$ cat src/sv/nrfe_pkg.sv
`timescale 1ns / 1ps
`default_nettype none
package nrfe_pkg;

    localparam int MAX_WORD    = 32;
    localparam int PATH_LEVELS = 4;
    localparam int NUM_TARGETS = 4;
    localparam int WORD_IDX_W  = (MAX_WORD > 1) ? $clog2(MAX_WORD) : 1;
    localparam int WORD_LEN_W  = $clog2(MAX_WORD + 1);
    localparam int COUNT_W     = 16;
    localparam int DEPTH_W     = 5;
    localparam int PATH_W      = 3;
    localparam int CFG_IDX_W   = 3;
    localparam int CFG_DATA_W  = 16;
    localparam int QUEUE_DEPTH = 2;
    localparam int QPTR_W      = 1;
    localparam int QCNT_W      = 2;

    localparam logic [DEPTH_W-1:0] DEPTH_MAX = 5'd31;
    localparam logic [COUNT_W-1:0] COUNT_MAX = 16'hFFFF;

    localparam logic [7:0] CH_LPAREN = 8'h28;
    localparam logic [7:0] CH_RPAREN = 8'h29;
    localparam logic [7:0] CH_LBRACK = 8'h5B;
    localparam logic [7:0] CH_RBRACK = 8'h5D;
    localparam logic [7:0] CH_LBRACE = 8'h7B;
    localparam logic [7:0] CH_RBRACE = 8'h7D;
    localparam logic [7:0] CH_COMMA  = 8'h2C;

    localparam logic [CFG_IDX_W-1:0] CFG_PATH_DEPTH = 3'd0;
    localparam logic [CFG_IDX_W-1:0] CFG_TARGET_0   = 3'd1;
    localparam logic [CFG_IDX_W-1:0] CFG_TARGET_1   = 3'd2;
    localparam logic [CFG_IDX_W-1:0] CFG_TARGET_2   = 3'd3;
    localparam logic [CFG_IDX_W-1:0] CFG_TARGET_3   = 3'd4;

    typedef struct packed {
        logic                  en;
        logic [WORD_IDX_W-1:0] addr;
        logic [7:0]            data;
    } buf_wr_t;

    typedef struct packed {
        logic                  found;
        logic                  empty;
        logic                  truncated;
        logic [WORD_IDX_W-1:0] last_idx;
    } job_t;

endpackage
`default_nettype wire

$ cat src/sv/nrfe_front.sv
`timescale 1ns / 1ps
`default_nettype none
module nrfe_front (
    input  wire logic                               aclk,
    input  wire logic                               aresetn,
    input  wire logic                               cfg_wr_en,
    input  wire logic [nrfe_pkg::CFG_IDX_W-1:0]     cfg_wr_index,
    input  wire logic [nrfe_pkg::CFG_DATA_W-1:0]    cfg_wr_data,
    input  wire logic                               s_tvalid,
    output logic                                    s_tready,
    input  wire logic [7:0]                         s_tdata,
    input  wire logic                               s_tlast,
    input  wire logic                               busy,
    input  wire logic                               q_full,
    output logic                                    job_push,
    output nrfe_pkg::job_t                          job,
    output nrfe_pkg::buf_wr_t                       buf_wr
);
    import nrfe_pkg::*;

    typedef enum logic [1:0] {PH_SEEK, PH_SCAN, PH_DONE} phase_t;

    phase_t                phase_reg, phase_next;
    logic                  pending_reg, pending_next;
    logic [DEPTH_W-1:0]    depth_reg, depth_next;
    logic [COUNT_W-1:0]    count_reg [PATH_LEVELS];
    logic [COUNT_W-1:0]    count_next [PATH_LEVELS];
    logic                  after_reg, after_next;
    logic [WORD_LEN_W-1:0] len_reg, len_next;
    logic                  ovf_reg, ovf_next;
    logic [PATH_W-1:0]     path_depth_reg;
    logic [COUNT_W-1:0]    target_reg [NUM_TARGETS];

    logic                  is_open, is_close, is_comma, is_word;
    logic                  enter_scan, scanning, writes_buf, accept, push_c, reached;
    logic [PATH_W-1:0]     lim;
    logic [WORD_LEN_W-1:0] len_work;
    job_t                  job_c;

    function automatic job_t make_job(logic fnd, logic [WORD_LEN_W-1:0] len, logic ovf);
        job_t j;
        j.found     = fnd;
        j.empty     = (len == '0);
        j.truncated = ovf;
        j.last_idx  = WORD_IDX_W'(len - WORD_LEN_W'(1));
        return j;
    endfunction

    always_comb begin
        is_open  = (s_tdata == CH_LPAREN) || (s_tdata == CH_LBRACK) || (s_tdata == CH_LBRACE);
        is_close = (s_tdata == CH_RPAREN) || (s_tdata == CH_RBRACK) || (s_tdata == CH_RBRACE);
        is_comma = (s_tdata == CH_COMMA);
        is_word  = !is_open && !is_close && !is_comma;

        enter_scan = (phase_reg == PH_SEEK) && pending_reg && (s_tdata != CH_LBRACE);
        scanning   = (phase_reg == PH_SCAN) || enter_scan;
        writes_buf = !s_tlast && scanning && is_word &&
                     (after_reg || (len_reg < WORD_LEN_W'(MAX_WORD)));
        s_tready   = !q_full && !(busy && writes_buf);
        accept     = s_tvalid && s_tready;

        lim = (path_depth_reg > PATH_W'(PATH_LEVELS)) ? PATH_W'(PATH_LEVELS) : path_depth_reg;

        phase_next   = phase_reg;
        pending_next = pending_reg;
        depth_next   = depth_reg;
        for (int i = 0; i < PATH_LEVELS; i++) begin
            count_next[i] = count_reg[i];
        end
        after_next  = after_reg;
        len_next    = len_reg;
        ovf_next    = ovf_reg;
        len_work    = len_reg;
        push_c      = 1'b0;
        job_c       = make_job(1'b0, len_reg, ovf_reg);
        buf_wr.addr = WORD_IDX_W'(len_reg);
        buf_wr.data = s_tdata;
        reached     = 1'b1;

        if (s_tlast) begin
            push_c       = (phase_reg != PH_DONE);
            phase_next   = PH_SEEK;
            pending_next = 1'b0;
            depth_next   = '0;
            for (int i = 0; i < PATH_LEVELS; i++) begin
                count_next[i] = '0;
            end
            after_next = 1'b1;
            len_next   = '0;
            ovf_next   = 1'b0;
        end else if (phase_reg == PH_DONE) begin
            phase_next = PH_DONE;
        end else if (!scanning) begin
            if (s_tdata == CH_LBRACE) begin
                pending_next = 1'b1;
            end
        end else begin
            phase_next   = PH_SCAN;
            pending_next = 1'b0;
            if (is_open) begin
                if (depth_reg < DEPTH_MAX) begin
                    depth_next = depth_reg + DEPTH_W'(1);
                end
                after_next = 1'b1;
            end else if (is_close) begin
                for (int i = 0; i < PATH_LEVELS; i++) begin
                    if (depth_reg == DEPTH_W'(i)) begin
                        count_next[i] = '0;
                    end
                end
                if (depth_reg != '0) begin
                    depth_next = depth_reg - DEPTH_W'(1);
                end
                after_next = 1'b1;
            end else if (is_comma) begin
                for (int i = 0; i < PATH_LEVELS; i++) begin
                    if (depth_reg == DEPTH_W'(i) && count_reg[i] != COUNT_MAX) begin
                        count_next[i] = count_reg[i] + COUNT_W'(1);
                    end
                end
                after_next = 1'b1;
            end else begin
                if (after_reg) begin
                    len_work   = '0;
                    ovf_next   = 1'b0;
                    after_next = 1'b0;
                end
                buf_wr.addr = WORD_IDX_W'(len_work);
                if (len_work < WORD_LEN_W'(MAX_WORD)) begin
                    len_next = len_work + WORD_LEN_W'(1);
                end else begin
                    len_next = len_work;
                    ovf_next = 1'b1;
                end
            end

            for (int i = 0; i < PATH_LEVELS; i++) begin
                if (PATH_W'(i) < lim && count_next[i] < target_reg[i]) begin
                    reached = 1'b0;
                end
            end
            if (reached) begin
                push_c     = 1'b1;
                job_c      = make_job(1'b1, len_next, ovf_next);
                phase_next = PH_DONE;
            end
        end

        buf_wr.en = accept && writes_buf;
        job_push  = accept && push_c;
        job       = job_c;
    end

    always_ff @(posedge aclk) begin
        if (!aresetn) begin
            phase_reg   <= PH_SEEK;
            pending_reg <= 1'b0;
            depth_reg   <= '0;
            for (int i = 0; i < PATH_LEVELS; i++) begin
                count_reg[i] <= '0;
            end
            after_reg <= 1'b1;
            len_reg   <= '0;
            ovf_reg   <= 1'b0;
        end else if (accept) begin
            phase_reg   <= phase_next;
            pending_reg <= pending_next;
            depth_reg   <= depth_next;
            for (int i = 0; i < PATH_LEVELS; i++) begin
                count_reg[i] <= count_next[i];
            end
            after_reg <= after_next;
            len_reg   <= len_next;
            ovf_reg   <= ovf_next;
        end
    end

    always_ff @(posedge aclk) begin
        if (!aresetn) begin
            path_depth_reg <= '0;
            for (int i = 0; i < NUM_TARGETS; i++) begin
                target_reg[i] <= '0;
            end
        end else if (cfg_wr_en) begin
            case (cfg_wr_index)
                CFG_PATH_DEPTH: path_depth_reg <= cfg_wr_data[PATH_W-1:0];
                CFG_TARGET_0:   target_reg[0] <= cfg_wr_data;
                CFG_TARGET_1:   target_reg[1] <= cfg_wr_data;
                CFG_TARGET_2:   target_reg[2] <= cfg_wr_data;
                CFG_TARGET_3:   target_reg[3] <= cfg_wr_data;
                default: ;
            endcase
        end
    end

endmodule
`default_nettype wire

$ cat src/sv/nrfe_job_queue.sv
`timescale 1ns / 1ps
`default_nettype none
module nrfe_job_queue (
    input  wire logic           aclk,
    input  wire logic           aresetn,
    input  wire logic           push,
    input  nrfe_pkg::job_t      push_job,
    output logic                full,
    input  wire logic           pop,
    output logic                valid,
    output nrfe_pkg::job_t      head_job
);
    import nrfe_pkg::*;

    job_t              entry_reg [QUEUE_DEPTH];
    logic [QPTR_W-1:0] wr_ptr_reg, rd_ptr_reg;
    logic [QCNT_W-1:0] count_reg, count_next;
    logic              do_push, do_pop;

    always_comb begin
        full     = (count_reg == QCNT_W'(QUEUE_DEPTH));
        valid    = (count_reg != '0);
        head_job = entry_reg[rd_ptr_reg];
        do_push  = push && !full;
        do_pop   = pop && valid;
        count_next = count_reg;
        if (do_push && !do_pop) begin
            count_next = count_reg + QCNT_W'(1);
        end else if (do_pop && !do_push) begin
            count_next = count_reg - QCNT_W'(1);
        end
    end

    always_ff @(posedge aclk) begin
        if (do_push) begin
            entry_reg[wr_ptr_reg] <= push_job;
        end
    end

    always_ff @(posedge aclk) begin
        if (!aresetn) begin
            wr_ptr_reg <= '0;
            rd_ptr_reg <= '0;
            count_reg  <= '0;
        end else begin
            if (do_push) begin
                wr_ptr_reg <= wr_ptr_reg + QPTR_W'(1);
            end
            if (do_pop) begin
                rd_ptr_reg <= rd_ptr_reg + QPTR_W'(1);
            end
            count_reg <= count_next;
        end
    end

endmodule
`default_nettype wire

$ cat src/sv/nrfe_back.sv
`timescale 1ns / 1ps
`default_nettype none
module nrfe_back (
    input  wire logic           aclk,
    input  wire logic           aresetn,
    input  nrfe_pkg::buf_wr_t   buf_wr,
    input  wire logic           q_valid,
    input  nrfe_pkg::job_t      q_job,
    output logic                q_pop,
    output logic                active,
    output logic                m_tvalid,
    input  wire logic           m_tready,
    output logic [7:0]          m_tdata,
    output logic                m_tlast,
    output logic [2:0]          m_tuser
);
    import nrfe_pkg::*;

    typedef enum logic [1:0] {S_IDLE, S_READ, S_SHOW} state_t;

    state_t                state_reg;
    job_t                  job_reg;
    logic [WORD_IDX_W-1:0] idx_reg;
    logic [7:0]            mem [MAX_WORD];
    logic [7:0]            rd_data;
    logic                  at_last;

    always_ff @(posedge aclk) begin
        if (buf_wr.en) begin
            mem[buf_wr.addr] <= buf_wr.data;
        end
        rd_data <= mem[idx_reg];
    end

    always_comb begin
        q_pop    = (state_reg == S_IDLE) && q_valid;
        active   = (state_reg != S_IDLE);
        at_last  = job_reg.empty || (idx_reg == job_reg.last_idx);
        m_tvalid = (state_reg == S_SHOW);
        m_tdata  = job_reg.empty ? 8'h00 : rd_data;
        m_tlast  = at_last;
        m_tuser  = {job_reg.truncated, job_reg.empty, job_reg.found};
    end

    always_ff @(posedge aclk) begin
        if (!aresetn) begin
            state_reg <= S_IDLE;
        end else begin
            unique case (state_reg)
                S_IDLE: begin
                    if (q_valid) begin
                        job_reg   <= q_job;
                        idx_reg   <= '0;
                        state_reg <= q_job.empty ? S_SHOW : S_READ;
                    end
                end
                S_READ: begin
                    state_reg <= S_SHOW;
                end
                S_SHOW: begin
                    if (m_tready) begin
                        if (at_last) begin
                            state_reg <= S_IDLE;
                        end else begin
                            idx_reg   <= idx_reg + WORD_IDX_W'(1);
                            state_reg <= S_READ;
                        end
                    end
                end
                default: state_reg <= S_IDLE;
            endcase
        end
    end

endmodule
`default_nettype wire

$ cat src/sv/nested_record_field_extractor.sv
`timescale 1ns / 1ps
`default_nettype none
// Channel  Direction  Beat contents
// s_       in         tdata[7:0] char_byte, tlast record_end
// m_       out        tdata[7:0] word_byte, tlast last_byte,
//                     tuser[0] found, tuser[1] empty_word, tuser[2] truncated
// cfg_     in         one register write per cycle, index 0 path depth, 1..4 targets
//
// The parser takes one character per cycle while the job queue has room. Each emitted
// character takes a word-buffer read, then an output beat, once the word is picked up.
// While a word is queued or being sent, a character that would enter the word
// buffer is held off; other characters keep flowing. Reset is synchronous,
// active low, and clears the parser and the configuration; no clearing pass.
module nested_record_field_extractor (
    input  wire logic                               aclk,
    input  wire logic                               aresetn,
    input  wire logic                               cfg_wr_en,
    input  wire logic [nrfe_pkg::CFG_IDX_W-1:0]     cfg_wr_index,
    input  wire logic [nrfe_pkg::CFG_DATA_W-1:0]    cfg_wr_data,
    input  wire logic                               s_tvalid,
    output logic                                    s_tready,
    input  wire logic [7:0]                         s_tdata,   // char_byte
    input  wire logic                               s_tlast,
    output logic                                    m_tvalid,
    input  wire logic                               m_tready,
    output logic [7:0]                              m_tdata,   // word_byte
    output logic                                    m_tlast,
    output logic [2:0]                              m_tuser    // found, empty_word, truncated
);
    import nrfe_pkg::*;

    job_t    job, q_job;
    buf_wr_t buf_wr;
    logic    job_push, q_full, q_valid, q_pop, back_active, busy;

    assign busy = q_valid || back_active;

    nrfe_front u_front (
        .aclk         (aclk),
        .aresetn      (aresetn),
        .cfg_wr_en    (cfg_wr_en),
        .cfg_wr_index (cfg_wr_index),
        .cfg_wr_data  (cfg_wr_data),
        .s_tvalid     (s_tvalid),
        .s_tready     (s_tready),
        .s_tdata      (s_tdata),
        .s_tlast      (s_tlast),
        .busy         (busy),
        .q_full       (q_full),
        .job_push     (job_push),
        .job          (job),
        .buf_wr       (buf_wr)
    );

    nrfe_job_queue u_queue (
        .aclk     (aclk),
        .aresetn  (aresetn),
        .push     (job_push),
        .push_job (job),
        .full     (q_full),
        .pop      (q_pop),
        .valid    (q_valid),
        .head_job (q_job)
    );

    nrfe_back u_back (
        .aclk     (aclk),
        .aresetn  (aresetn),
        .buf_wr   (buf_wr),
        .q_valid  (q_valid),
        .q_job    (q_job),
        .q_pop    (q_pop),
        .active   (back_active),
        .m_tvalid (m_tvalid),
        .m_tready (m_tready),
        .m_tdata  (m_tdata),
        .m_tlast  (m_tlast),
        .m_tuser  (m_tuser)
    );

    a_buf_quiet: assert property (@(posedge aclk) disable iff (!aresetn)
        buf_wr.en |-> !busy)
        else $error("Word buffer written while a word is pending.");

    a_queue_room: assert property (@(posedge aclk) disable iff (!aresetn)
        job_push |-> !q_full)
        else $error("Word job pushed into a full queue.");

    a_empty_beat: assert property (@(posedge aclk) disable iff (!aresetn)
        (m_tvalid && m_tuser[1]) |-> (m_tlast && m_tdata == 8'h00))
        else $error("Empty word beat is not a single zero beat.");

endmodule
`default_nettype wire
$ cat config.mk
export PLATFORM = sky130hd
export DESIGN_NAME = nested_record_field_extractor
export DESIGN_NICKNAME = d
export VERILOG_FILES = /design/src/sv/nrfe_pkg.sv /design/src/sv/nrfe_front.sv /design/src/sv/nrfe_job_queue.sv /design/src/sv/nrfe_back.sv /design/src/sv/nested_record_field_extractor.sv
export SDC_FILE = /design/constraint.sdc
export NUM_CORES = 1
export LEC_CHECK = 0
export BUFFER_PORTS_ARGS = -buffer_cell sky130_fd_sc_hd__buf_2
export CORE_UTILIZATION = 45
export DETAILED_ROUTE_END_ITERATION = 10
export PLACE_DENSITY = 0.73
export SETUP_SLACK_MARGIN = 0.02
export SLEW_MARGIN = 10
export SYNTH_ARGS = -nofsm -noshare
export SYNTH_HDL_FRONTEND = slang
export SYNTH_SLANG_ARGS = --single-unit
$ cat constraint.sdc
create_clock -name aclk -period 6.8 [get_ports aclk]
set_input_delay 1.36 -clock aclk [delete_from_list [all_inputs] [get_ports aclk]]
set_output_delay 1.36 -clock aclk [all_outputs]
set_load 0.05 [all_outputs]
==> Yosys cells after proc, flatten, opt, wreduce, memory -nomap -nowiden <==
Memory sizes are Yosys's and may differ from the RTL's. A register that Yosys moved wholly into a read port is not among the register bits.
Cells that the tools add are included.
{ "word_totals": {"register_bits": 38, "ramBits": 400, "in_bits": 33, "elab_cells": 281, "mem_count": 4} }
{ "memory_table": {"columns": ["memory", "words", "width", "read_ports", "rd_ports_with_merged_regs", "wr", "line", "rtl"], "rows": [
  ["u_back.mem", 32, 8, 1, 1, 1, "nrfe_back.sv:24", "logic [7:0] mem [MAX_WORD];"],
  ["u_front.count_reg", 4, 16, 4, 0, 4, "nrfe_front.sv:26", "logic [COUNT_W-1:0] count_reg [PATH_LEVELS];"],
  ["u_front.target_reg", 4, 16, 4, 0, 4, "nrfe_front.sv:32", "logic [COUNT_W-1:0] target_reg [NUM_TARGETS];"],
  ["u_queue.entry_reg", 2, 8, 1, 1, 1, "nrfe_job_queue.sv:15", "job_t entry_reg [QUEUE_DEPTH];"]
]} }
{ "op_classes": {"n_addsub": 14, "order_cmp": 12, "eq_ne": 31, "mux": 131, "bitwise": 8, "n_reduce_logical": 65} }
{ "op_table": {"columns": ["cell", "count"], "rows": [
  ["two-way mux 64 bit", 9],
  ["two-way mux 16 bit", 16],
  ["two-way mux 6 bit", 17],
  ["two-way mux 5 bit", 16],
  ["adder 16 x 1 -> 16 bit (second input constant)", 4],
  ["< comparator 16 bit", 4],
  ["!= test 16 bit (second input constant)", 4],
  ["two-way mux 1 bit", 56],
  ["two-way mux 8 bit", 5],
  ["equality test 8 x 7 -> 1 bit (second input constant)", 4],
  ["logical AND 1 bit", 25],
  ["equality test 8 x 6 -> 1 bit (second input constant)", 3],
  ["two-way mux 2 bit", 9],
  ["subtractor 5 x 1 -> 5 bit (second input constant)", 3],
  ["logical NOT 6 bit", 2],
  ["< comparator 6 bit (second input constant)", 2],
  ["nonzero test 3 bit", 4],
  ["adder 5 x 1 -> 5 bit (second input constant)", 2],
  ["equality test 5 x 2 -> 1 bit (second input constant)", 2],
  ["one-hot mux 5 bit (2 select lines)", 1],
  ["nonzero test 2 bit", 5],
  ["AND reduction 3 bit", 3],
  ["logical NOT 1 bit", 8],
  ["logical OR 1 bit", 8],
  ["other kinds (29)", 49]
]} }

==> Logic depth before layout (Yosys ltp) <==
Gate-level depths: netlist (run 1).
An unclocked memory read counts as a cell.
{ "logic_depth": {"word_depth": 29, "mapped_depth": 21, "mapped_depth_nobuf": 21} }

==> Cells and area by module <==
A second synthesis (run 1) with hierarchy kept.
{ "hier_totals": {"cells_unflattened": 1608, "hier_area_um2": 21513.1} }
{ "modules_own_cells": {"columns": ["mod", "n_inst", "cells_per_inst", "area_each_um2", "seq_area_each_um2"], "rows": [
  ["nrfe_back", 1, 542, 10827.9, 8277.9],
  ["nrfe_front", 1, 1015, 9867.0, 4224.1],
  ["nrfe_job_queue", 1, 50, 812.0, 580.6],
  ["nested_record_field_extractor", 1, 1, 6.3, 0.0]
]} }

==> Worst setup path after synthesis (run 1) <==
No wires, ideal clock.
{ "synth_path": {"path_type": "input-to-reg", "startpoint": "input s_tdata[1]", "endpoint": "register u_queue.count_reg[1]", "arrival_time_ns": 5.522, "setup_slack_ns": 1.208, "stages": 19, "path_cell_list": "nor4b_2 > nand4_1 > a31oi_1 > and4_1 > clkbuf_1 > nand4_1 > nand3_1 > o21ai_0 > ha_1 > a21oi_1 > a31oi_1 > or4b_2 > a211oi_1 > a22oi_4 > nand4_4 > o31ai_2 > ha_1 > or3_1 > a21oi_1"} }
{ "synth_between": {"elab_chain_len": 26, "elab_cells_between_ends": 58, "classes_between": "order compare (4); eq/ne (8); mux (18); reduce/logical (28)"} }
{ "synth_rtl": {"columns": ["item", "line", "rtl"], "rows": [
  ["start: declaration", "nested_record_field_extractor.sv:22", "input wire logic [7:0] s_tdata,"],
  ["equality test 8 x 6 -> 1 bit or equality test 8 x 7 -> 1 bit (tied branches)", "nrfe_front.sv:51", "is_close = (s_tdata == CH_RPAREN) || (s_tdata == CH_RBRACK) || (s_tdata == CH_RBRACE);"],
  ["logical OR 1 bit (2 in a row)", "nrfe_front.sv:51", null],
  ["two-way mux 64 bit", "nrfe_front.sv:105", "end else if (is_close) begin"],
  ["two-way mux 64 bit", "nrfe_front.sv:100", "if (is_open) begin"],
  ["two-way mux 64 bit", "nrfe_front.sv:93", "end else if (!scanning) begin"],
  ["two-way mux 64 bit", "nrfe_front.sv:91", "end else if (phase_reg == PH_DONE) begin"],
  ["two-way mux 64 bit", "nrfe_front.sv:80", "if (s_tlast) begin"],
  ["< comparator 16 bit", "nrfe_front.sv:138", "if (PATH_W'(i) < lim && count_next[i] < target_reg[i]) begin"],
  ["[10 not listed]", null, null],
  ["two-way mux 1 bit", "nrfe_front.sv:91", null],
  ["two-way mux 1 bit", "nrfe_front.sv:80", null],
  ["logical AND 1 bit (*)", "nrfe_front.sv:150", "job_push = accept && push_c;"],
  ["logical AND 1 bit (*)", "nrfe_job_queue.sv:24", "do_push = push && !full;"],
  ["via u_queue.do_push", "nrfe_job_queue.sv:18", "logic do_push, do_pop;"],
  ["logical NOT 1 bit", "nrfe_job_queue.sv:29", "end else if (do_pop && !do_push) begin"],
  ["logical AND 1 bit", "nrfe_job_queue.sv:29", null],
  ["nonzero test 2 bit (no source line)", null, null],
  ["end signal: assignment", "nrfe_job_queue.sv:52", "count_reg <= count_next;"],
  ["end: declaration", "nrfe_job_queue.sv:17", "logic [QCNT_W-1:0] count_reg, count_next;"]
]} }
Mark *: on every way through the listed nets, which the timed path passes. The rest lies on a longest branch. The select of a mux whose other input is x is not followed.
A chain may end at the register's enable or synchronous reset.

==> Worst setup path after layout (run 1) <==
Ends and elaborated chain as after synthesis.

==> results.yml, run 1 <==
placement:
  port_buffers: 46
  dp_slack_ns: 0.311
  gp_congestion: 0.846
  hpwl_um: 32500
route:
  ant_nets: 0
  via_per_inst: 5.77
  drc_errors: 0
  drt-pass1-iter-count: 5
  routed_wl_um: 46700
  wl_per_cell_um: 20.7
  num_vias: 13000
  dr.first_iter.drc_count: 1154
grt:
  grt_use_total_pct: 19.7
  grt_max_degree: 67
  grt_overflow: 0
  grt_pass1_vias: 12900
  grt_pass1_wl_um: 72700
  antenna_found_initial: 1
die:
  die_w_um: 219
  num_io_pins: 47
  placementRows: 79
  start_util_pct: 45.6
  die_h_um: 219
  dieArea_um2: 48000
  core_um2: 46600
timing:
  max_slew_margin_pct: 34.0
  rsz0062_at_grt: "false"
  setup_tns_ns: 0
  fmax_mhz: 165
  skew_ns: 0.0252
  drv_slew: 0
  tightest_slew_ns: 0.990
  period_needed_ns: 6.07
  setup_violations: 0
  fin_ws_ns: 0.728
  finalHoldViolations: 0
  fin_crit_sh_pct: 89.3
yosys:
  yosysSeqAreaShare_pct: 61.7
  yosysWarnings: 0
  synth.distinct_cells: 74
  syn_area_um2: 21200
  ys_ff_latch: 447
  ys_async_sr_fraction_pct: 0
  netlist_instances: 1539
  syn_nets: 1648
  synthTopCellsByArea: "edfxtp_1 58%, mux4_2 8.5%, ha_1 4.5%"
  synth_edf_count: 413
  synth_top_cell_area_share_pct: 58.5
  synth_top_area_cell: "edfxtp_1"
  ys.flop_type: "edfxtp_1"
  syn_avg_cell_area_um2: 13.8
worst_setup_path:
  critPathSlowestCell: "a2111oi_0"
  r2r_slack_ns: 1.16
  path_class: "in2reg"
  crit_arrival_ns: 6.55
  crit_chain: "buf_2 > buf_4 > nor4bb_1 > buf_4 > o21a_1 > nand2_1 > nand3_1 > o21ai_0 > ha_1 > o21a_1 > o21ai_0 > a2111oi_0 > o22ai_1 > nor2_1 > nand4_4 > o31ai_2 > ha_1 > or3_1 > a21oi_1"
  critical_path_required_ns: 7.28
  critPathMaxStageDelay_ns: 0.62
  endpoint_kind: "flop"
  path_max_fanout: 17
  start_kind: "primary input"
layout:
  fillCellCount: 3820
  largest_register_ffs: 256
  nets: 1720
  layout_commonest_cell: "edfxtp_1"
  synthToLayoutAreaGrowth_pct: 11.8
  layout_common_cells: "413 x edfxtp_1, 132 x and2_1, 110 x nor2_1"
  drive_above_1_share_pct: 16.8
clocking:
  cts_tree: "done"
  cts_resized: 0
  cts_htree_levels: 2
  cts_buffers: 45
  cts_num_sinks: 447
  clk_path_buf_depth: 3
  clkLatencyLatePin_ns: 0.57
  cts_setup_buffers: 0
  clk_pin_slew_ns: 0.06
  hold_buffers: 0
  ctsRootBufferMaster: "clkbuf_16"
run_status:
  outcome: "finished clean"
power:
  power_leakage_nw: 8.39
  power.density_nw_per_um2: 281
  peakVddDrop_mv: 0.285
job:
  drv_cap: 0
min_path:
  worstHoldPathType: "reg2reg"
[final timing paths]
| kind | end | start | depth (start not counted) |
|---|---|---|---|
| worst min register to register | u_front.pending_reg$_SDFFE_PN0P_ | u_front.pending_reg$_SDFFE_PN0P_ | 2 |
| worst max-delay path | u_queue.count_reg[1]$_SDFFE_PN0P_ | s_tdata[1] | 19 |
| worst min-delay path | u_front.pending_reg$_SDFFE_PN0P_ | u_front.pending_reg$_SDFFE_PN0P_ | 2 |
| worst max register to register | u_queue.count_reg[1]$_SDFFE_PN0P_ | u_front.depth_reg[0]$_SDFFE_PN0P_ | 20 |
[final cells by class]
type / instances / area (µm²) / share of cell area [%]
Multi-Input combinational cell: 952 / 7580 / 32.0
Sequential cell: 447 / 13100 / 55.2
Antenna cell: 2 / 5.00 / 0.0211
Clock buffer: 62 / 1230 / 5.19
Tap cell: 607 / 759 / 3.20
Clock inverter: 21 / 244 / 1.03
Timing Repair Buffer: 81 / 493 / 2.08
Inverter: 84 / 315 / 1.33
[synthesized netlist by cell type (all sizes together), types with 3 or more instances]
| cell type | instances |
|---|---|
| a21oi | 25 |
| o211ai | 9 |
| o21a | 10 |
| edfxtp | 413 |
| inv | 84 |
| a21o | 8 |
| a22o | 3 |
| nor2 | 113 |
| nor3b | 5 |
| a31oi | 4 |
| a21boi | 3 |
| nor4b | 6 |
| nand4 | 42 |
| or3 | 4 |
| and3 | 15 |
| a2111oi | 5 |
| o31ai | 8 |
| nor2b | 18 |
| o21ai | 68 |
| dfxtp | 34 |
| nand2 | 75 |
| xnor2 | 9 |
| and4 | 7 |
| and2 | 132 |
| nand3 | 83 |
| nor4 | 5 |
| a211oi | 8 |
| mux4 | 80 |
| xor2 | 12 |
| or2 | 5 |
| clkbuf | 41 |
| ha | 76 |
| or4 | 4 |
| o22ai | 8 |
| mux2 | 19 |
| mux2i | 26 |
| nor3 | 23 |
| o211a | 5 |
| buf | 15 |
| nand2b | 5 |
[routing by layer]
| metal | track usage, % | share of wire (%) | up-vias |
|---|---|---|---|
| li1 | - | - | 6011 |
| met1 | 26.1 | 42 | 6497 |
| met2 | 33.6 | 49 | 442 |
| met3 | 3.09 | 6.1 | 63 |
| met4 | 5.79 | 2.5 | 0 |
| met5 | 0 | 0 | - |
[kinds of logic (layout without fill, tap and decap cells)]
kind of cell	Yosys count	after routing	synth area share, %
simple gates	547	547	13.8
flops	447	447	61.7
mux	125	125	10.7
fa+ha+maj	76	76	4.48
buf+inv	140	248	2.61
xor+xnor	21	21	0.867
other cells	0	2	0
compound gates	183	183	5.78
[power breakdown]
group / internal [mW] / total, mW / switching [mW]
Clock: 1.43 / 2.47 / 1.04
Sequential: 3.14 / 3.24 / 0.106
Combinational: 0.418 / 0.951 / 0.533
[metrics by stage]
stage	utilization [%]	total power, mW	instance area [µm²]	cells	hold WS (ns)
floorplan	-	3.96	21200	1539	0.437
global placement	47.7	4.21	22200	2171	0.456
detailed placement	47.7	4.25	22200	2171	0.459
CTS	50.9	6.70	23700	2254	0.473
global route	50.9	6.91	23700	2254	0.513
finish	50.9	6.67	23700	2256	0.480
[critical path: cells and delay by family]
kind	cells	cell delay (ns)
buffers and inverters	3	0.53
adder cells (fa/ha/maj)	2	0.69
AND/OR/NAND/NOR	6	1.88
AO/OA/AOI/OAI	8	2.09
Note: power is estimated with default switching activity, not from simulation.
==> run 2: changes to the inputs <==
--- a/config.mk
+++ b/config.mk
@@ -6,9 +6,9 @@
 export NUM_CORES = 1
 export LEC_CHECK = 0
 export BUFFER_PORTS_ARGS = -buffer_cell sky130_fd_sc_hd__buf_2
-export CORE_UTILIZATION = 45
+export CORE_UTILIZATION = 63
 export DETAILED_ROUTE_END_ITERATION = 10
-export PLACE_DENSITY = 0.73
+export PLACE_DENSITY_LB_ADDON = 0.08
 export SETUP_SLACK_MARGIN = 0.02
 export SLEW_MARGIN = 10
 export SYNTH_ARGS = -nofsm -noshare
==> results.yml, run 2 (synthesis results as in run 1) <==
min_path:
  worstHoldPathType: "reg2reg"
timing:
  fin_crit_sh_pct: 93.2
  finalHoldViolations: 0
  rsz0062_at_grt: "false"
  tightest_slew_ns: 1.13
  max_slew_margin_pct: 24.9
  fmax_mhz: 158
  timing.hold.ws_ns: 0.485
  period_needed_ns: 6.33
  skew_ns: 0.0245
  drv_slew: 0
  setup_violations: 0
clocking:
  hold_buffers: 0
  clk_pin_slew_ns: 0.06
  cts_num_sinks: 447
  cts_htree_levels: 2
  cts_resized: 0
  cts_buffers: 45
  cts_setup_buffers: 0
  clkLatencyLatePin_ns: 0.58
  clk_path_buf_depth: 3
  cts_tree: "done"
  ctsRootBufferMaster: "clkbuf_16"
grt:
  grt_pass1_vias: 12900
  antenna_found_initial: 0
  grt_max_degree: 68
  grt_overflow: 0
  grt_use_total_pct: 28.7
  grt_pass1_wl_um: 73200
die:
  die_h_um: 185
  placementRows: 66
  dieArea_um2: 34400
  die_w_um: 185
  num_io_pins: 47
  core_um2: 32900
  start_util_pct: 64.5
layout:
  layout_common_cells: "413 x edfxtp_1, 132 x and2_1, 110 x nor2_1"
  drive_above_1_share_pct: 16.1
  layout_commonest_cell: "edfxtp_1"
  synthToLayoutAreaGrowth_pct: 10.6
  fillCellCount: 2229
  fin_cells: 2083
  largest_register_ffs: 256
  nets: 1715
  n_antenna_cell: 0
route:
  drt-pass1-iter-count: 6
  dr.first_iter.drc_count: 1181
  ant_nets: 0
  drc_errors: 0
  routed_wl_um: 47100
  num_vias: 12900
  wl_per_cell_um: 22.6
  via_per_inst: 6.21
worst_setup_path:
  endpoint_kind: "flop"
  path_class: "in2reg"
  start_kind: "primary input"
  critPathMaxStageDelay_ns: 0.63
  critical_path_required_ns: 7.30
  crit_arrival_ns: 6.83
  critPathSlowestCell: "nor4bb_1"
  cp_top_family: "simple AND/OR/NAND/NOR gates"
  crit_chain: "buf_2 > buf_4 > nor4bb_1 > o21a_1 > nand2_1 > nand3_1 > o21ai_0 > ha_1 > o21a_1 > o21ai_0 > a2111oi_1 > o22ai_1 > nor2_1 > nand4_4 > o31ai_2 > ha_1 > or3_1 > a21oi_1"
  path_buf_inv: 2
  path_max_fanout: 35
power:
  power.density_nw_per_um2: 282
  power_leakage_nw: 8.35
  power_mw: 6.61
  peakVddDrop_mv: 0.248
run_status:
  outcome: "finished clean"
placement:
  port_buffers: 46
  hpwl_um: 31700
  gp_congestion: 0.885
  place_inst: 2001
job:
  drv_cap: 0
==> run 2: final timing paths <==
check                                           end                               from  depth (start not counted)  slack (ns)
hold / removal         u_front.ovf_reg$_SDFFE_PN0P_       u_front.ovf_reg$_SDFFE_PN0P_                          2        0.49
hold reg to reg        u_front.ovf_reg$_SDFFE_PN0P_       u_front.ovf_reg$_SDFFE_PN0P_                          2        0.49
setup reg to reg  u_queue.count_reg[1]$_SDFFE_PN0P_  u_front.depth_reg[0]$_SDFFE_PN0P_                         20        1.03
setup / recovery  u_queue.count_reg[1]$_SDFFE_PN0P_                         s_tdata[1]                         18        0.47
==> run 2: worst reg2reg max path: cells and delay by family, from the launching register on <==
family	cells	cell delay (ns)
AOI/OAI and AO/OA	6	1.48
adders and majority gates	3	0.80
buffers and inverters	2	0.33
DFF	1	0.39
and+or+nand+nor	9	2.73
==> run 2: per-stage QoR <==
| step | util (%) | TNS, ns | area, µm² | setup WS, ns |
|---|---|---|---|---|
| CTS | 71.3 | 0 | 23400 | 0.326 |
| global route | 71.3 | 0 | 23500 | 0.0774 |
| detailed placement | 66.9 | -0.932 | 22000 | -0.167 |
| global placement | 66.9 | -0.158 | 22000 | -0.0906 |
| finish | 71.3 | 0 | 23500 | 0.465 |
| floorplan | - | 0 | 21200 | 1.21 |
==> run 2: area by class of cell <==
type / instances / area, µm² / area share [%]
clock buffers: 66 / 1290 / 5.48
clock inverters: 16 / 178 / 0.758
inverters: 84 / 315 / 1.34
multi-input cells: 952 / 7580 / 32.3
flip-flops and latches: 447 / 13100 / 55.8
well taps: 442 / 553 / 2.36
repair buffers: 76 / 455 / 1.94
==> run 2: metal layers <==
metal	vias to the layer above	GRT usage, %	wire, µm
li1	6013	-	-
met1	6375	37.3	19000
met2	464	49.6	24000
met3	88	3.82	2660
met4	0	10.1	1430
met5	-	0	0
==> run 2: power breakdown <==
| part | switching [mW] | internal [mW] | total [mW] |
|---|---|---|---|
| sequential | 0.107 | 3.14 | 3.25 |
| clock | 1.02 | 1.40 | 2.42 |
| combinational | 0.525 | 0.418 | 0.943 |
==> run 3: changes to the inputs <==
--- a/config.mk
+++ b/config.mk
@@ -6,8 +6,10 @@
 export NUM_CORES = 1
 export LEC_CHECK = 0
 export BUFFER_PORTS_ARGS = -buffer_cell sky130_fd_sc_hd__buf_2
+export CORE_ASPECT_RATIO = 1.75
 export CORE_UTILIZATION = 63
 export DETAILED_ROUTE_END_ITERATION = 10
+export MAX_ROUTING_LAYER = met4
 export PLACE_DENSITY_LB_ADDON = 0.08
 export SETUP_SLACK_MARGIN = 0.02
 export SLEW_MARGIN = 10
==> results.yml, run 3 (synthesis results as in run 1) <==
clocking:
  cts_resized: 1
  clkLatencyLatePin_ns: 0.55
  cts_setup_buffers: 0
  ctsRootBufferMaster: "clkbuf_16"
  cts_buffers: 39
  hold_buffers: 0
  clk_path_buf_depth: 3
  cts_htree_levels: 2
  clk_pin_slew_ns: 0.07
  cts_num_sinks: 447
  cts_tree: "done"
timing:
  setup_violations: 0
  period_needed_ns: 6.50
  fin_ws_ns: 0.297
  finalHoldViolations: 0
  fmax_mhz: 154
  fin_crit_sh_pct: 95.6
  rsz0062_at_grt: "false"
  skew_ns: 0.0149
  max_slew_margin_pct: 24.2
  tightest_slew_ns: 1.13
  drv_slew: 0
layout:
  seq_area_um2: 13100
  synthToLayoutAreaGrowth_pct: 10.0
  finish.utilization_pct: 70.6
  fin_area_um2: 23300
  drive_above_1_share_pct: 16.2
  nets: 1712
  layout_common_cells: "413 x edfxtp_1, 132 x and2_1, 110 x nor2_1"
  layout_commonest_cell: "edfxtp_1"
  multi_input_area_um2: 7580
  fillCellCount: 2286
  largest_register_ffs: 256
worst_setup_path:
  crit_arrival_ns: 6.98
  path_class: "in2reg"
  critPathLaunch: "s_tdata[0]"
  start_kind: "primary input"
  r2r_start: "u_front.depth_reg[0]$_SDFFE_PN0P_"
  endpoint_kind: "flop"
  r2r_slack_ns: 0.92
  critical_path_required_ns: 7.27
  path_max_fanout: 7
grt:
  grt_overflow: 0
  grt_pass1_vias: 13100
  grt_pass1_wl_um: 75000
  grt_use_total_pct: 30.5
  antenna_found_initial: 1
  grt_max_degree: 67
die:
  core_um2: 33000
  die_h_um: 245
  start_util_pct: 64.2
  die_w_um: 141
  placementRows: 88
  dieArea_um2: 34400
  num_io_pins: 47
power:
  peakVddDrop_mv: 0.257
  power_mw: 6.56
  power.density_nw_per_um2: 281
  power_leakage_nw: 8.32
route:
  drt-pass1-iter-count: 5
  via_per_inst: 6.31
  drc_errors: 0
  num_vias: 12900
  dr.first_iter.drc_count: 920
  routed_wl_um: 48900
  wl_per_cell_um: 24.0
  ant_nets: 0
placement:
  dpl_cell_area_um2: 22000
  hpwl_um: 35300
  port_buffers: 46
  dp_slack_ns: -0.593
  gp_congestion: 0.904
min_path:
  worstHoldPathType: "reg2reg"
  hp-start: "u_front.pending_reg$_SDFFE_PN0P_"
run_status:
  outcome: "finished clean"
job:
  drv_cap: 0
run 3: layout make-up:
cell class,count,area share [%]
antenna,1,0.0107
clock buffer,55,4.74
clock inverter,16,1.10
inverter,84,1.35
multi-input combinational,952,32.5
sequential,447,56.1
tap,405,2.17
timing repair buffer,79,2.05
run 3: critical path, cell delays in order:
cell and delay, ns:
buf_2 0.18, nor4b_2 0.71, nand4_1 0.39, a41o_1 0.39, nor4_1 0.52, nand3_1 0.18
nand3_1 0.11, o21ai_0 0.15, ha_1 0.33, nand4_1 0.12, a2111oi_1 0.71, o22ai_1 0.34
nor2_1 0.30, nand4_4 0.13, o31ai_2 0.24, ha_1 0.31, or3_1 0.35, a21oi_1 0.14
run 3: path summary, 6_finish.rpt:
check | to | cells past startpoint
setup / recovery | u_queue.count_reg[1]$_SDFFE_PN0P_ | 18
hold / removal | u_front.pending_reg$_SDFFE_PN0P_ | 2
setup reg to reg | u_queue.count_reg[1]$_SDFFE_PN0P_ | 18
hold reg to reg | u_front.pending_reg$_SDFFE_PN0P_ | 2
run 3: per-layer routing:
layer / up-vias / global-route usage (%) / routed length (µm)
met1: 6383 / 30.5 / 16600
met3: 135 / 3.04 / 1640
met5: - / - / 0
li1: 5976 / - / -
met4: 0 / 16.5 / 2750
met2: 366 / 57.7 / 27900
run 3: power breakdown:
part	internal [mW]	leakage (nW)	total, mW	switching (mW)
Combinational	0.417	3.56	0.959	0.542
Sequential	3.14	4.10	3.25	0.111
Clock	1.37	0.666	2.35	0.980
run 3: through the flow:
stage               setup TNS (ns)  std cells  hold slack [ns]
floorplan                        0       1539            0.437
global placement            -14.80       1967            0.449
detailed placement          -14.12       1967            0.460
CTS                              0       2038            0.475
global route                     0       2039            0.489
finish                           0       2039            0.470
